File: src/design/u2l_pkg.sv
// Package for the UTF-8 to Latin-1 fold block: item types, byte classes and
// the fold tables. No dependencies.
`timescale 1ns / 1ps
`default_nettype none
package u2l_pkg;

  localparam int unsigned CountW = 16;

  localparam logic [511:0] Tab0 =
    "AaAaAaCcCcCcCcDdDdEeEeEeEeEeGgGgGgGgHhHhIiIiIiIiIiiiJjKkkLlLlLlL";
  localparam logic [511:0] Tab1 =
    "lLlNnNnNnnNnOoOoOoOoRrRrRrSsSsSsSsTtTtTtUuUuUuUuUuUuWwYyYZzZzZzs";
  localparam logic [511:0] Tab2 =
    "bBBbbbCCcDDDddEaEFfGGhIIKkllWNnOCoOoPpRS2EetTttUuUVYyZzEEee255?w";
  localparam logic [511:0] Tab3 =
    "||||DDdLLlNNnAaIiOoUuUuUuUuUueAaAaAaGgGgKkOoOoEejDDdGgHWNnAaAaOo";

  localparam logic [7:0] ChQuest = 8'h3F;
  localparam logic [7:0] ChSpace = 8'h20;
  localparam logic [7:0] ChDash  = 8'h2D;
  localparam logic [7:0] ChDot   = 8'h2E;
  localparam logic [7:0] ChStar  = 8'h2A;

  typedef struct packed {
    logic [3:0][7:0] bytes;
    logic [2:0]      cnt;
    logic            last;
  } job_t;

  typedef struct packed {
    logic [2:0][7:0] b;
    logic [1:0]      n;
  } fold_t;

  function automatic logic [2:0] seq_need(input logic [7:0] x);
    logic [2:0] r;
    if ((x & 8'hF8) == 8'hF0) r = 3'd4;
    else if ((x & 8'hF0) == 8'hE0) r = 3'd3;
    else if ((x & 8'hE0) == 8'hC0 && x >= 8'hC2) r = 3'd2;
    else r = 3'd1;
    return r;
  endfunction

  function automatic logic is_cont(input logic [7:0] x);
    return (x & 8'hC0) == 8'h80;
  endfunction

  function automatic logic [7:0] tab_char(input logic [1:0] row, input logic [5:0] col);
    logic [8:0] base;
    logic [7:0] r;
    base = {~col, 3'b000};
    unique case (row)
      2'd0: r = Tab0[base +: 8];
      2'd1: r = Tab1[base +: 8];
      2'd2: r = Tab2[base +: 8];
      default: r = Tab3[base +: 8];
    endcase
    return r;
  endfunction

  function automatic fold_t one(input logic [7:0] c);
    fold_t f;
    f = '0;
    f.b[0] = c;
    f.n = 2'd1;
    return f;
  endfunction

  function automatic fold_t fold2(input logic [7:0] b0, input logic [7:0] b1);
    fold_t f;
    f = '0;
    if (b0 == 8'hC2) begin
      if (b1 != 8'hAD) f = one((b1 == 8'hA0) ? ChSpace : b1);
    end else if (b0 == 8'hC3) begin
      f = one(b1 + 8'h40);
    end else if (b0 >= 8'hC4 && b0 <= 8'hC7) begin
      f = one(tab_char(b0[1:0], b1[5:0]));
    end else if (b0 == 8'hCC || (b0 == 8'hCD && b1 <= 8'hAF)) begin
      f = '0;
    end else begin
      f = one(ChQuest);
    end
    return f;
  endfunction

  function automatic fold_t fold3(input logic [7:0] b0, input logic [7:0] b1,
                                  input logic [7:0] b2);
    fold_t f;
    logic [15:0] cp;
    f = '0;
    cp = {b0[3:0], b1[5:0], b2[5:0]};
    if (b0 == 8'hE2 && b1 == 8'h80) begin
      unique case (b2)
        8'h8A, 8'hAF: f = one(ChSpace);
        8'h93: f = one(ChDash);
        8'h94: begin
          f.b[0] = ChDash;
          f.b[1] = ChDash;
          f.n = 2'd2;
        end
        8'h98: f = one(8'h60);
        8'h99: f = one(8'h27);
        8'h9C, 8'h9D: f = one(8'h22);
        8'hA6: begin
          f.b[0] = ChDot;
          f.b[1] = ChDot;
          f.b[2] = ChDot;
          f.n = 2'd3;
        end
        default: f = one(ChQuest);
      endcase
    end else if (b0 == 8'hE2 && b1 == 8'h96) begin
      f = one((b2 == 8'h88) ? ChStar : ChQuest);
    end else if (cp == 16'h2122) begin
      f.b[0] = 8'h54;
      f.b[1] = 8'h4D;
      f.n = 2'd2;
    end else if (cp == 16'h00A0) begin
      f = one(ChSpace);
    end else if (cp >= 16'h0080 && cp <= 16'h00FF) begin
      f = one(cp[7:0]);
    end else begin
      f = one(ChQuest);
    end
    return f;
  endfunction

endpackage
`default_nettype wire

File: src/design/u2l_decode.sv
// Sequence decoder: holds pending lead/continuation bytes and turns each item
// into a list of up to four candidate output bytes. Uses u2l_pkg.
`timescale 1ns / 1ps
`default_nettype none
module u2l_decode import u2l_pkg::*; (
  input  wire logic       clk_i,
  input  wire logic       rst_ni,
  input  wire logic       accept_i,
  input  wire logic [7:0] in_byte_i,
  input  wire logic       is_last_i,
  output job_t            job_o
);

  logic [2:0][7:0] pb_q, pb_d;
  logic [1:0]      pcnt_q, pcnt_d;

  always_comb begin
    logic [2:0]  n_lead;
    logic        cb;
    logic        fresh;
    logic [1:0]  rawn;
    fold_t       t;
    logic [1:0]  ti;
    n_lead = seq_need(pb_q[0]);
    cb     = is_cont(in_byte_i);
    pb_d   = pb_q;
    pcnt_d = 2'd0;
    rawn   = 2'd0;
    fresh  = 1'b0;
    t      = '0;
    if (pcnt_q == 2'd0 || !cb) begin
      fresh = 1'b1;
      rawn  = pcnt_q;
    end else if ({1'b0, pcnt_q} + 3'd1 == n_lead) begin
      if (n_lead == 3'd4) t = one(ChQuest);
      else if (n_lead == 3'd3) t = fold3(pb_q[0], pb_q[1], in_byte_i);
      else t = fold2(pb_q[0], in_byte_i);
    end else if (is_last_i) begin
      rawn = pcnt_q;
      t    = one(in_byte_i);
    end else begin
      pb_d[pcnt_q] = in_byte_i;
      pcnt_d       = pcnt_q + 2'd1;
    end
    if (fresh) begin
      if (seq_need(in_byte_i) != 3'd1 && !is_last_i) begin
        pb_d[0] = in_byte_i;
        pcnt_d  = 2'd1;
      end else begin
        t = one(in_byte_i);
      end
    end
    if (is_last_i) pcnt_d = 2'd0;
    job_o.bytes = '0;
    for (int i = 0; i < 4; i++) begin
      ti = 2'(i) - rawn;
      if (2'(i) < rawn && i < 3) job_o.bytes[i] = pb_q[2'(i)];
      else if (ti < 2'd3) job_o.bytes[i] = t.b[ti];
    end
    job_o.cnt  = {1'b0, rawn} + {1'b0, t.n};
    job_o.last = is_last_i;
  end

  always_ff @(posedge clk_i or negedge rst_ni) begin
    if (!rst_ni) begin
      pcnt_q <= 2'd0;
    end else if (accept_i) begin
      pcnt_q <= pcnt_d;
    end
  end

  always_ff @(posedge clk_i) begin
    if (accept_i) begin
      pb_q <= pb_d;
    end
  end

endmodule
`default_nettype wire

File: src/design/utf8_to_latin1_fold_top.sv
// Latency: an item's first result is offered the cycle after it is accepted.
// Throughput: one item per cycle while each item gives at most one result and the
// output is not stalled; an item giving more holds the job register and stalls input
// until its last result is taken. Capacity checks happen as each byte leaves the job register.
// Reset clears pending count, written count, job valid; capacity to 65535.
// Top level of the UTF-8 to Latin-1 fold block. Uses u2l_pkg, u2l_decode.
`timescale 1ns / 1ps
`default_nettype none
module utf8_to_latin1_fold_top import u2l_pkg::*; (
  input  wire logic              clk_i,
  input  wire logic              rst_ni,
  input  wire logic              cfg_valid_i,
  output logic                   cfg_ready_o,
  input  wire logic [CountW-1:0] cfg_data_i,
  input  wire logic              in_valid_i,
  output logic                   in_stall_o,
  input  wire logic [7:0]        in_byte_i,
  input  wire logic              is_last_i,
  output logic                   out_valid_o,
  input  wire logic              out_stall_i,
  output logic [7:0]             out_byte_o,
  output logic                   has_byte_o,
  output logic                   run_end_o,
  output logic                   string_end_o,
  output logic [CountW-1:0]      total_written_o
);

  job_t              dec_job;
  job_t              job_q;
  logic              job_v_q;
  logic [2:0]        idx_q;
  logic [CountW-1:0] wc_q, cap_q;
  logic              accept, fire, emit_byte, more_after, job_done, wr_ok;

  u2l_decode u_decode (
    .clk_i     (clk_i),
    .rst_ni    (rst_ni),
    .accept_i  (accept),
    .in_byte_i (in_byte_i),
    .is_last_i (is_last_i),
    .job_o     (dec_job)
  );

  assign cfg_ready_o = 1'b1;
  assign wr_ok       = ({1'b0, wc_q} + 17'd1) < {1'b0, cap_q};
  assign emit_byte   = (idx_q < job_q.cnt) && wr_ok;
  assign more_after  = emit_byte &&
                       (((idx_q + 3'd1 < job_q.cnt) &&
                         ({2'b00, wc_q} + 18'd2 < {2'b00, cap_q})) || job_q.last);
  assign out_valid_o = job_v_q && (emit_byte || job_q.last);
  assign fire        = out_valid_o && !out_stall_i;
  assign job_done    = job_v_q && (!out_valid_o || (fire && !more_after));
  assign in_stall_o  = job_v_q && !job_done;
  assign accept      = in_valid_i && !in_stall_o;

  assign out_byte_o      = emit_byte ? job_q.bytes[idx_q[1:0]] : 8'h00;
  assign has_byte_o      = emit_byte;
  assign run_end_o       = !more_after;
  assign string_end_o    = !emit_byte;
  assign total_written_o = emit_byte ? '0 : wc_q;

  always_ff @(posedge clk_i or negedge rst_ni) begin
    if (!rst_ni) begin
      job_v_q <= 1'b0;
      idx_q   <= 3'd0;
      wc_q    <= '0;
      cap_q   <= 16'hFFFF;
    end else begin
      if (cfg_valid_i && cfg_ready_o) cap_q <= cfg_data_i;
      if (fire) begin
        if (emit_byte) begin
          wc_q <= wc_q + 16'd1;
        end else begin
          wc_q <= '0;
        end
      end
      if (accept) begin
        job_v_q <= (dec_job.cnt != 3'd0) || dec_job.last;
        idx_q   <= 3'd0;
      end else begin
        if (fire && emit_byte) idx_q <= idx_q + 3'd1;
        if (job_done) job_v_q <= 1'b0;
      end
    end
  end

  always_ff @(posedge clk_i) begin
    if (accept) job_q <= dec_job;
  end

`ifndef SYNTHESIS
  a_marker_form: assert property (@(posedge clk_i) disable iff (!rst_ni)
    out_valid_o && string_end_o |-> !has_byte_o && run_end_o)
    else $error("marker item carries a byte or is not last");
  a_count_clear: assert property (@(posedge clk_i) disable iff (!rst_ni)
    fire && string_end_o |=> wc_q == '0)
    else $error("written count not cleared after marker");
  a_capacity: assert property (@(posedge clk_i) disable iff (!rst_ni)
    out_valid_o && has_byte_o |-> ({1'b0, wc_q} + 17'd1) < {1'b0, cap_q})
    else $error("byte emitted beyond capacity");
  a_stall_busy: assert property (@(posedge clk_i) disable iff (!rst_ni)
    in_stall_o |-> job_v_q)
    else $error("input stalled with no job held");
`endif

endmodule
`default_nettype wire

File: config.mk
export PLATFORM = sky130hd
export DESIGN_NAME = utf8_to_latin1_fold_top
export DESIGN_NICKNAME = d
export VERILOG_FILES = /design/src/design/u2l_pkg.sv /design/src/design/u2l_decode.sv /design/src/design/utf8_to_latin1_fold_top.sv
export SDC_FILE = /design/constraint.sdc
export NUM_CORES = 1
export LEC_CHECK = 0
export BUFFER_PORTS_ARGS = -buffer_cell sky130_fd_sc_hd__buf_2
export CAP_MARGIN = 20
export CORE_MARGIN = 4
export CORE_UTILIZATION = 40
export DETAILED_ROUTE_END_ITERATION = 12
export GPL_TIMING_DRIVEN = 0
export HOLD_SLACK_MARGIN = 0.15
export SETUP_SLACK_MARGIN = 0.4
export SYNTH_ARGS = -nofsm -noshare
export SYNTH_HDL_FRONTEND = slang
export SYNTH_SLANG_ARGS = --single-unit
File: constraint.sdc
create_clock -name clk_i -period 11.9 [get_ports clk_i]
set_input_delay 1.785 -clock clk_i [delete_from_list [all_inputs] [get_ports clk_i]]
set_output_delay 1.785 -clock clk_i [all_outputs]
set_load 0.02 [all_outputs]
==> impl_metrics.py, run 1 <==
metrics = {
    "synthesis": {
        "syn_area_um2": 8616,
        "synth_edf_count": 52,
        "yosysWarningCount": 0,
        "synth_seq_cells": 90,
        "yosys.area.top_type": "edfxtp_1",
        "synth_ff_type": "edfxtp_1",
        "synth_fp_nets": 1135,
        "yosys.cell_types.count": 92,
        "syn_area_per_cell_um2": 8.237,
        "synth_top_area_share_pct": 18.12,
        "synth_area_leaders": "edfxtp_1 18%, ha_1 8.4%, dfrtp_1 6.4%",
        "synth_seq_area_share_pct": 29.39,
        "netlist_instances": 1046,
        "async_flop_share_pct": 42.22,
    },
    "worst_hold_path": {
        "hold_path_class": "reg -> reg",
    },
    "power_and_ir_drop": {
        "vdd_drop_max_v": 0.00008654,
        "pwr-share-comb_pct": 54.7,
        "p_sw_uw": 750.3,
        "clkPwrFrac_pct": 17.6,
        "p_seq_share_pct": 27.6,
        "switching_share_pct": 45.44,
        "intPower_uw": 900.8,
        "p_leak_nw": 3.852,
        "power_density_nw_per_um2": 172.6,
    },
    "global_routing": {
        "grt_max_degree": 43,
        "grt_pass1_vias": 8271,
        "grt_pass1_wl_um": 47280,
        "track_usage_pct": 25.10,
        "use_met1_pct": 34.69,
        "grt_overflow": 0,
        "antenna_found_initial": 0,
        "grtUsageMet2_pct": 39.75,
        "busiest_layer": "met2",
        "grt_use_met3_pct": 3.749,
    },
    "layout": {
        "drive_gt1_share_pct": 14.09,
        "mostFrequentLayoutCells": "117 x nand2_1, 84 x buf_2, 84 x o21ai_0, 68 x nor2_1, 58 x ha_1",
        "instances_no_fill": 1396,
        "n_antenna_cell": 0,
        "fin_nets": 1205,
        "layout_commonest_cell": "nand2_1",
        "syn2layout_area_growth_pct": 11.01,
    },
    "route": {
        "drc_errors": 0,
        "vias": 8681,
        "routed_via_density": 6.218,
        "routedWlPerCell_um": 21.75,
        "routed_wl_um": 30360,
        "drt_iter0_markers": 987,
        "ant_nets": 0,
        "dr.pass1.iters": 7,
    },
    "timing": {
        "fmax_mhz": 160.7,
        "relSlewSlack_pct": 29.67,
        "rsz0062_at_grt": "false",
        "finalSetupViolations": 0,
        "tns_ps": 0,
        "period_needed_ps": 6224,
        "clock_skew_ps": 11.82,
        "slew_violations": 0,
        "worstMarginPinSlew_ps": 1051,
        "fin_crit_sh_pct": 52.30,
        "hold_viol_final": 0,
    },
    "run": {
        "cap_violations": 0,
    },
    "placed_design": {
        "dp.cells": 1380,
        "gp_congestion": 1.014,
        "hpwl_um": 22780,
        "io_buffers": 58,
    },
    "clock_network": {
        "numCtsBuffers": 9,
        "post_cts_buffers": 0,
        "cts-root-buf": "clkbuf_16",
        "hold_buffers": 0,
        "path_clk_slew_ps": 70,
        "h-tree-depth": 3,
        "clk_path_buf_depth": 2,
        "cts_resized": 0,
        "cts_tree": "built",
        "clk_latency_ps": 360,
        "clock_sinks": 90,
    },
    "critical_path": {
        "cp.required_ps": 10120,
        "end_kind": "primary output",
        "critPathLaunchType": "register",
        "crit_fanout": 5,
        "arrival_ps": 4440,
        "crit_type": "reg -> out",
    },
    "die": {
        "io_pins": 60,
        "start_util_pct": 40.86,
        "dieHeight_um": 154.8,
        "num_rows": 53,
        "die_w_um": 154.8,
        "core_area_um2": 21090,
        "die-area_um2": 23950,
    },
    "outcome": {
        "status": "finished clean",
    },
}
==> routing by layer <==
metal,vias to the layer above,share of wire (%)
li1,4003,-
met1,4077,43
met2,502,45
met3,99,8.1
met4,0,3.7
met5,-,0
==> cell usage after synthesis (5+ instances only) <==
cell type,n
dfrtp_1,22
a221oi_1,5
edfxtp_1,52
o21ai_0,84
o2111ai_1,6
o221ai_1,7
a21oi_1,55
xor2_1,17
a31oi_1,17
o31ai_1,8
dfstp_2,16
mux2i_1,10
nor2_1,68
nand4_1,17
o22ai_1,8
a211oi_1,13
nor3_1,24
o311ai_0,9
and3b_1,5
buf_1,9
a2111oi_0,5
nand2_1,117
mux4_2,8
buf_2,26
o211a_1,6
inv_1,49
a21o_1,13
nor2b_1,15
clkbuf_1,46
ha_1,58
or3_1,9
a311o_1,5
xnor2_1,16
a21boi_0,8
and2_1,32
o211ai_1,16
and3_1,14
nand3_1,26
nand2b_1,17
==> final timing paths <==
check	from	to	slack [ps]	depth (start not counted)
worst max-delay path	wc_q[1]	in_stall_o	5680	14
worst min-delay path	cap_q[5]	cap_q[5]	550	2
worst max register to register	wc_q[1]	u_decode.pb_q[15]	7150	16
worst min register to register	cap_q[5]	cap_q[5]	550	2
max in group asynchronous	rst_ni	job_v_q	9770	1
min in group asynchronous	rst_ni	wc_q[6]	1550	1
==> state kept, by name, summed over array words and instances, names as in the netlist <==
register / cells
wc_q: 16
cap_q: 16
job_q: 36
u_decode.pb_q: 16
job_v_q: 1
idx_q: 3
u_decode.pcnt_q: 2
==> stage by stage <==
stage	worst slack [ps]	hold WS [ps]	total power, mW	cell area [um^2]	utilization [%]
5_1_grt	5495	581.9	1.770	9564	45.35
4_1_cts	5694	558.7	1.652	9564	45.35
3_5_place_dp	6089	544.1	1.356	9270	43.96
3_3_place_gp	6059	540.3	1.351	9250	43.86
2_1_floorplan	6815	503.1	1.075	8616	-
6_report	5676	546.9	1.651	9564	45.35
==> layout make-up <==
| class | count | area, um^2 |
|---|---|---|
| Fill cell | 2126 | 11520 |
| Clock buffer | 9 | 225.2 |
| Sequential cell | 90 | 2532 |
| Tap cell | 275 | 344.1 |
| Clock inverter | 7 | 68.82 |
| Inverter | 55 | 206.4 |
| Buffer | 87 | 382.9 |
| Multi-Input combinational cell | 814 | 5494 |
| Timing Repair Buffer | 59 | 310.3 |
==> critical path, cell delays in order, from the launching register on <==
cell and delay [ps]:
dfrtp_1 410, ha_1 240, and3_1 240, and3_1 160, clkbuf_1 240, and3_1 290
nand3_1 120, xnor2_1 150, ha_1 290, a211oi_1 200, o211ai_1 190, a2111oi_0 820
o31ai_1 280, o22ai_1 250, buf_2 200
==> power groups by stage <==
stage	clock network [mW]	registers (mW)	logic (mW)
finish	0.291	0.456	0.903
global route	0.310	0.464	0.995
CTS	0.296	0.457	0.898
detailed placement	0	0.463	0.893
global placement	0	0.465	0.886
floorplan	0	0.454	0.621
==> cell families (layout without fill, tap and decap cells) <==
logic type	after synthesis	count (layout)	synth area share (%)
and+or+nand+nor	378	378	22.35
AOI/OAI and AO/OA	320	320	25.47
muxes	22	22	3.776
other	1	1	0.04352
xor gates and xnor gates	33	33	3.355
buffers and inverters	142	217	6.840
adders and majority gates	60	60	8.771
DFF	90	90	29.39
Power figures use the tool's default switching activity.
==> inputs of run 2 (changes only) <==
- clock period: 11.9 -> 5.75 ns (I/O delays scaled with it)
==> run 2 against run 1 <==
Non-clock buffer count stayed put. Clock skew hardly changed. Clock power increased by 110%. Final cell count stayed put. Wire length down 0.19%. Critical path depth stayed put. Critical path type unchanged. Largest power group unchanged.
==> impl_metrics.py, run 2 (synthesis gave the netlist of run 1 again) <==
metrics = {
    "timing": {
        "tns_ps": 0,
        "relSlewSlack_pct": 29.65,
        "fmax_mhz": 196.9,
        "worstMarginPinSlew_ps": 1051,
        "fin_crit_sh_pct": 88.34,
        "period_needed_ps": 5080,
        "slew_violations": 0,
        "rsz0062_at_grt": "false",
        "hold_viol_final": 0,
        "finalSetupViolations": 0,
        "clock_skew_ps": 11.62,
    },
    "layout": {
        "top_register": "job_q",
        "drive_gt1_share_pct": 14.18,
        "fillers": 2124,
        "fin_nets": 1205,
        "largest_reg_flops": 36,
        "instances_no_fill": 1396,
        "n_antenna_cell": 0,
        "mostFrequentLayoutCells": "117 x nand2_1, 84 x buf_2, 84 x o21ai_0, 68 x nor2_1, 58 x ha_1",
        "layout_commonest_cell": "nand2_1",
        "syn2layout_area_growth_pct": 11.04,
    },
    "placed_design": {
        "io_buffers": 58,
        "dp.cells": 1380,
        "gp_congestion": 1.014,
        "hpwl_um": 22780,
    },
    "critical_path": {
        "crit_top_cell": "and3_1",
        "reg2reg_slack_ps": 970,
        "end_kind": "primary output",
        "worstPathCellList": "ha_1 > and3_1 > and3_1 > clkbuf_1 > and3_1 > nand3_1 > xnor2_1 > ha_1 > a211oi_1 > o211ai_1 > a2111oi_1 > o31ai_1 > o22ai_1 > buf_2",
        "crit_type": "reg -> out",
        "slowest_stage": "a2111oi_1",
        "cp.required_ps": 4890,
        "critPathBufInv": 2,
        "critPathTopFamily": "compound AO/OA/AOI/OAI gates",
        "crit_fanout": 5,
        "crit_path_max_incr_delay_ps": 610,
        "critPathLaunchType": "register",
        "arrival_ps": 4220,
    },
    "outcome": {
        "status": "finished clean",
    },
    "global_routing": {
        "track_usage_pct": 25.10,
        "grt_overflow": 0,
        "grt_pass1_wl_um": 47280,
        "antenna_found_initial": 0,
        "grt_pass1_vias": 8271,
        "grt_max_degree": 43,
    },
    "route": {
        "routed_via_density": 6.223,
        "vias": 8688,
        "dr.pass1.iters": 5,
        "ant_nets": 0,
        "routed_wl_um": 30300,
        "drt_iter0_markers": 983,
        "routedWlPerCell_um": 21.71,
        "drc_errors": 0,
    },
    "die": {
        "core_area_um2": 21090,
        "dieHeight_um": 154.8,
        "io_pins": 60,
        "num_rows": 53,
        "die-area_um2": 23950,
        "die_w_um": 154.8,
        "start_util_pct": 40.86,
    },
    "power_and_ir_drop": {
        "total_power_mw": 3.417,
        "power_density_nw_per_um2": 357.1,
        "intPower_mw": 1.867,
        "p_leak_nw": 3.854,
        "vdd_drop_max_v": 0.0001791,
        "switching_share_pct": 45.34,
        "p_seq_share_pct": 27.7,
        "clkPwrFrac_pct": 17.6,
        "p_sw_mw": 1.549,
        "pwr-share-comb_pct": 54.7,
    },
    "clock_network": {
        "hold_buffers": 0,
        "clk_latency_ps": 360,
        "clock_sinks": 90,
        "post_cts_buffers": 0,
        "cts-root-buf": "clkbuf_16",
        "h-tree-depth": 3,
        "numCtsBuffers": 9,
        "path_clk_slew_ps": 70,
        "clk_path_buf_depth": 2,
        "cts_tree": "built",
    },
    "worst_hold_path": {
        "hold_path_class": "reg -> reg",
    },
    "run": {
        "cap_violations": 0,
    },
}
run 2: per-layer routing:
layer	global-route usage, %	routed length, um
met3	3.749	2540
met4	9.630	1116
met1	34.69	13000
met5	0	0
met2	39.75	13640
run 2: final timing paths:
path                            startpoint           endpoint  cells past startpoint
min in group asynchronous           rst_ni            wc_q[6]                      1
max in group asynchronous           rst_ni            job_v_q                      1
worst min register to register    cap_q[5]           cap_q[5]                      2
worst min-delay path              cap_q[5]           cap_q[5]                      2
worst max register to register     wc_q[1]  u_decode.pb_q[15]                     16
worst max-delay path               wc_q[1]         in_stall_o                     14
run 2: layout make-up:
| type | count | area [um^2] | share of cell area, % |
|---|---|---|---|
| multi-input combinational | 814 | 5495 | 57.44 |
| clock buffer | 9 | 225.2 | 2.354 |
| timing repair buffer | 59 | 310.3 | 3.244 |
| inverter | 55 | 206.4 | 2.158 |
| sequential | 90 | 2532 | 26.47 |
| tap | 275 | 344.1 | 3.597 |
| buffer | 87 | 384.1 | 4.015 |
| clock inverter | 7 | 68.82 | 0.7193 |
run 2: timing repair:
| action | 4_1_cts | 5_1_grt |
|---|---|---|
| gates resized for setup | 0 | 3 |
| endpoints found under the hold margin | 0 | 0 |
| endpoints found under the setup margin | 0 | 4 |
run 2: per-stage QoR:
stage	worst slack, ps	area [um^2]	util, %	hold slack, ps
floorplan	1294	8616	-	503.1
global placement	273.4	9250	43.86	540.3
detailed placement	861.5	9270	43.96	544.1
CTS	466.7	9564	45.35	558.7
global route	445.7	9567	45.37	581.9
finish	670.4	9567	45.37	546.8
run 2: worst register-to-register path, stage by stage, from the launching register on:
cell	delay [ps]
dfrtp_1	410
ha_1	240
and3_1	240
and3_1	160
clkbuf_1	240
nand2_1	110
xnor2_1	180
ha_1	310
and4_1	230
o211ai_1	100
a21oi_1	270
o2111ai_1	180
a21oi_2	260
inv_2	130
nor2_1	290
o221ai_2	270
nor2_1	770
run 2: power by group through the flow:
stage | sequential (mW) | clock (mW) | combinational [mW]
2_1_floorplan | 0.939 | 0 | 1.29
3_3_place_gp | 0.961 | 0 | 1.83
3_5_place_dp | 0.958 | 0 | 1.85
4_1_cts | 0.946 | 0.613 | 1.86
5_1_grt | 0.961 | 0.642 | 2.06
6_report | 0.945 | 0.602 | 1.87
==> inputs of run 3 (changes only) <==
- CORE_UTILIZATION: 40 -> 30
- HOLD_SLACK_MARGIN: 0.15 -> not set
==> run 3 against run 2 <==
Register-to-register slack barely moved. Clock power rose by 10%. Flip-flop and latch count did not move. Global-route usage fell by 5.4 points. Die area rose by 31%. Sequential power rose by 0.5%. Final cell count rose by 7.3%. Core utilization fell by 11 points. Combinational power barely moved. Sequential share of layout area fell by 0.38 points. Largest cell class unchanged. Highest routed layer unchanged.
==> impl_metrics.py, run 3 (synthesis gave the netlist of run 1 again) <==
metrics = {
    "clock_network": {
        "h-tree-depth": 3,
        "clock_sinks": 90,
        "numCtsBuffers": 9,
        "clk_path_buf_depth": 2,
        "cts-root-buf": "clkbuf_16",
        "post_cts_buffers": 0,
        "cts_tree": "built",
        "clk_latency_ps": 350,
        "path_clk_slew_ps": 70,
    },
    "power_and_ir_drop": {
        "power_density_nw_per_um2": 358.5,
        "switching_share_pct": 45.26,
        "p_sw_mw": 1.575,
        "intPower_mw": 1.905,
        "clkPwrFrac_pct": 19.1,
        "total_power_mw": 3.480,
        "p_leak_nw": 3.854,
        "pwr-share-comb_pct": 53.6,
        "p_seq_share_pct": 27.3,
        "vdd_drop_max_v": 0.0001827,
    },
    "die": {
        "core_area_um2": 28090,
        "start_util_pct": 30.68,
        "num_rows": 61,
        "dieHeight_um": 177.5,
        "die_w_um": 177.5,
        "die-area_um2": 31490,
        "io_pins": 60,
    },
    "global_routing": {
        "antenna_found_initial": 0,
        "grt_pass1_vias": 8352,
        "grt_max_degree": 45,
        "grt_pass1_wl_um": 48660,
        "grt_overflow": 0,
        "track_usage_pct": 19.69,
    },
    "timing": {
        "hold_viol_final": 0,
        "fin_crit_sh_pct": 88.09,
        "relSlewSlack_pct": 31.49,
        "tns_ps": 0,
        "rsz0062_at_grt": "false",
        "fin_ws_ps": 685.0,
        "slew_violations": 0,
        "finalSetupViolations": 0,
        "hold_slack_ps": 540.8,
        "worstMarginPinSlew_ps": 1024,
        "period_needed_ps": 5065,
        "clock_skew_ps": 8.578,
        "fmax_mhz": 197.4,
    },
    "layout": {
        "largest_reg_flops": 36,
        "syn2layout_area_growth_pct": 12.66,
        "top_register": "job_q",
        "fillers": 3011,
        "layout_commonest_cell": "nand2_1",
        "n_antenna_cell": 0,
        "final_cell_area_um2": 9707,
        "drive_gt1_share_pct": 14.29,
        "fin_nets": 1204,
        "fin_util_pct": 34.56,
        "instances_no_fill": 1498,
        "mostFrequentLayoutCells": "117 x nand2_1, 84 x buf_2, 84 x o21ai_0, 68 x nor2_1, 58 x ha_1",
    },
    "critical_path": {
        "crit_fanout": 5,
        "critPathLaunchType": "register",
        "end_kind": "primary output",
        "crit_type": "reg -> out",
        "cp.required_ps": 4890,
        "arrival_ps": 4200,
    },
    "route": {
        "drc_errors": 0,
        "drt_iter0_markers": 993,
        "routed_via_density": 5.854,
        "dr.pass1.iters": 5,
        "routedWlPerCell_um": 21.14,
        "ant_nets": 0,
        "vias": 8769,
        "routed_wl_um": 31670,
    },
    "placed_design": {
        "gp_congestion": 0.9961,
        "placed_cell_area_um2": 9379,
        "dp.cells": 1482,
        "io_buffers": 58,
        "pre_cts_slack_ps": 909.4,
        "hpwl_um": 23570,
    },
    "outcome": {
        "status": "finished clean",
    },
    "run": {
        "cap_violations": 0,
    },
    "worst_hold_path": {
        "hold_path_class": "reg -> reg",
    },
}
==> run 3: changes by cell type in the layout (fill, tap and decap cells not counted), sizes merged <==
cell and change:
buf -1, bufinv +1, clkinv -4, clkinvlp +2, inv +1
==> run 3: what timing repair did <==
action	4_1_cts	5_1_grt
resized for setup	0	4
endpoints found under the setup margin	0	4
hold buffers	0	0
==> run 3: layout make-up <==
| class | count | area (um^2) | share of cell area [%] |
|---|---|---|---|
| clock buffer | 9 | 225.2 | 2.320 |
| timing repair buffer | 58 | 290.3 | 2.990 |
| sequential | 90 | 2532 | 26.09 |
| tap | 378 | 473.0 | 4.872 |
| buffer | 87 | 385.4 | 3.970 |
| clock inverter | 7 | 100.1 | 1.031 |
| multi-input combinational | 814 | 5494 | 56.60 |
| inverter | 55 | 206.4 | 2.127 |
==> run 3: critical path: stages (launching register included) <==
cell and delay (ps):
dfrtp_1 410, ha_1 250, and3_1 240, and3_1 170
clkbuf_1 210, and3_1 280, nand3_1 110, xnor2_1 160
ha_1 290, a211oi_1 210, o211ai_1 180, a2111oi_0 540
o31ai_1 250, o22ai_1 320, buf_2 230
==> run 3: final timing paths <==
check                                     end              from  slack [ps]  cells past startpoint
max                                in_stall_o           wc_q[1]         690                     14
min                                  cap_q[4]          cap_q[4]         540                      2
max reg2reg                           job_v_q  u_decode.pb_q[0]         960                     17
min reg2reg                          cap_q[4]          cap_q[4]         540                      2
max in group asynchronous  u_decode.pcnt_q[1]            rst_ni        4590                      1
min in group asynchronous            wc_q[10]            rst_ni         620                      1
==> run 3: routing by layer <==
| layer | wire length (um) | global-route usage [%] | vias up |
|---|---|---|---|
| met1 | 13790 | 27.16 | 4197 |
| li1 | - | - | 4009 |
| met4 | 875 | 5.994 | 0 |
| met3 | 2999 | 4.239 | 82 |
| met5 | 0 | 0 | - |
| met2 | 14000 | 30.95 | 481 |
==> run 3: power groups by stage <==
stage / logic [mW] / registers, mW / clock network (mW)
global placement: 1.84 / 0.961 / 0
global route: 2.05 / 0.964 / 0.700
finish: 1.87 / 0.950 / 0.664
CTS: 1.85 / 0.950 / 0.673
detailed placement: 1.84 / 0.961 / 0
floorplan: 1.29 / 0.939 / 0
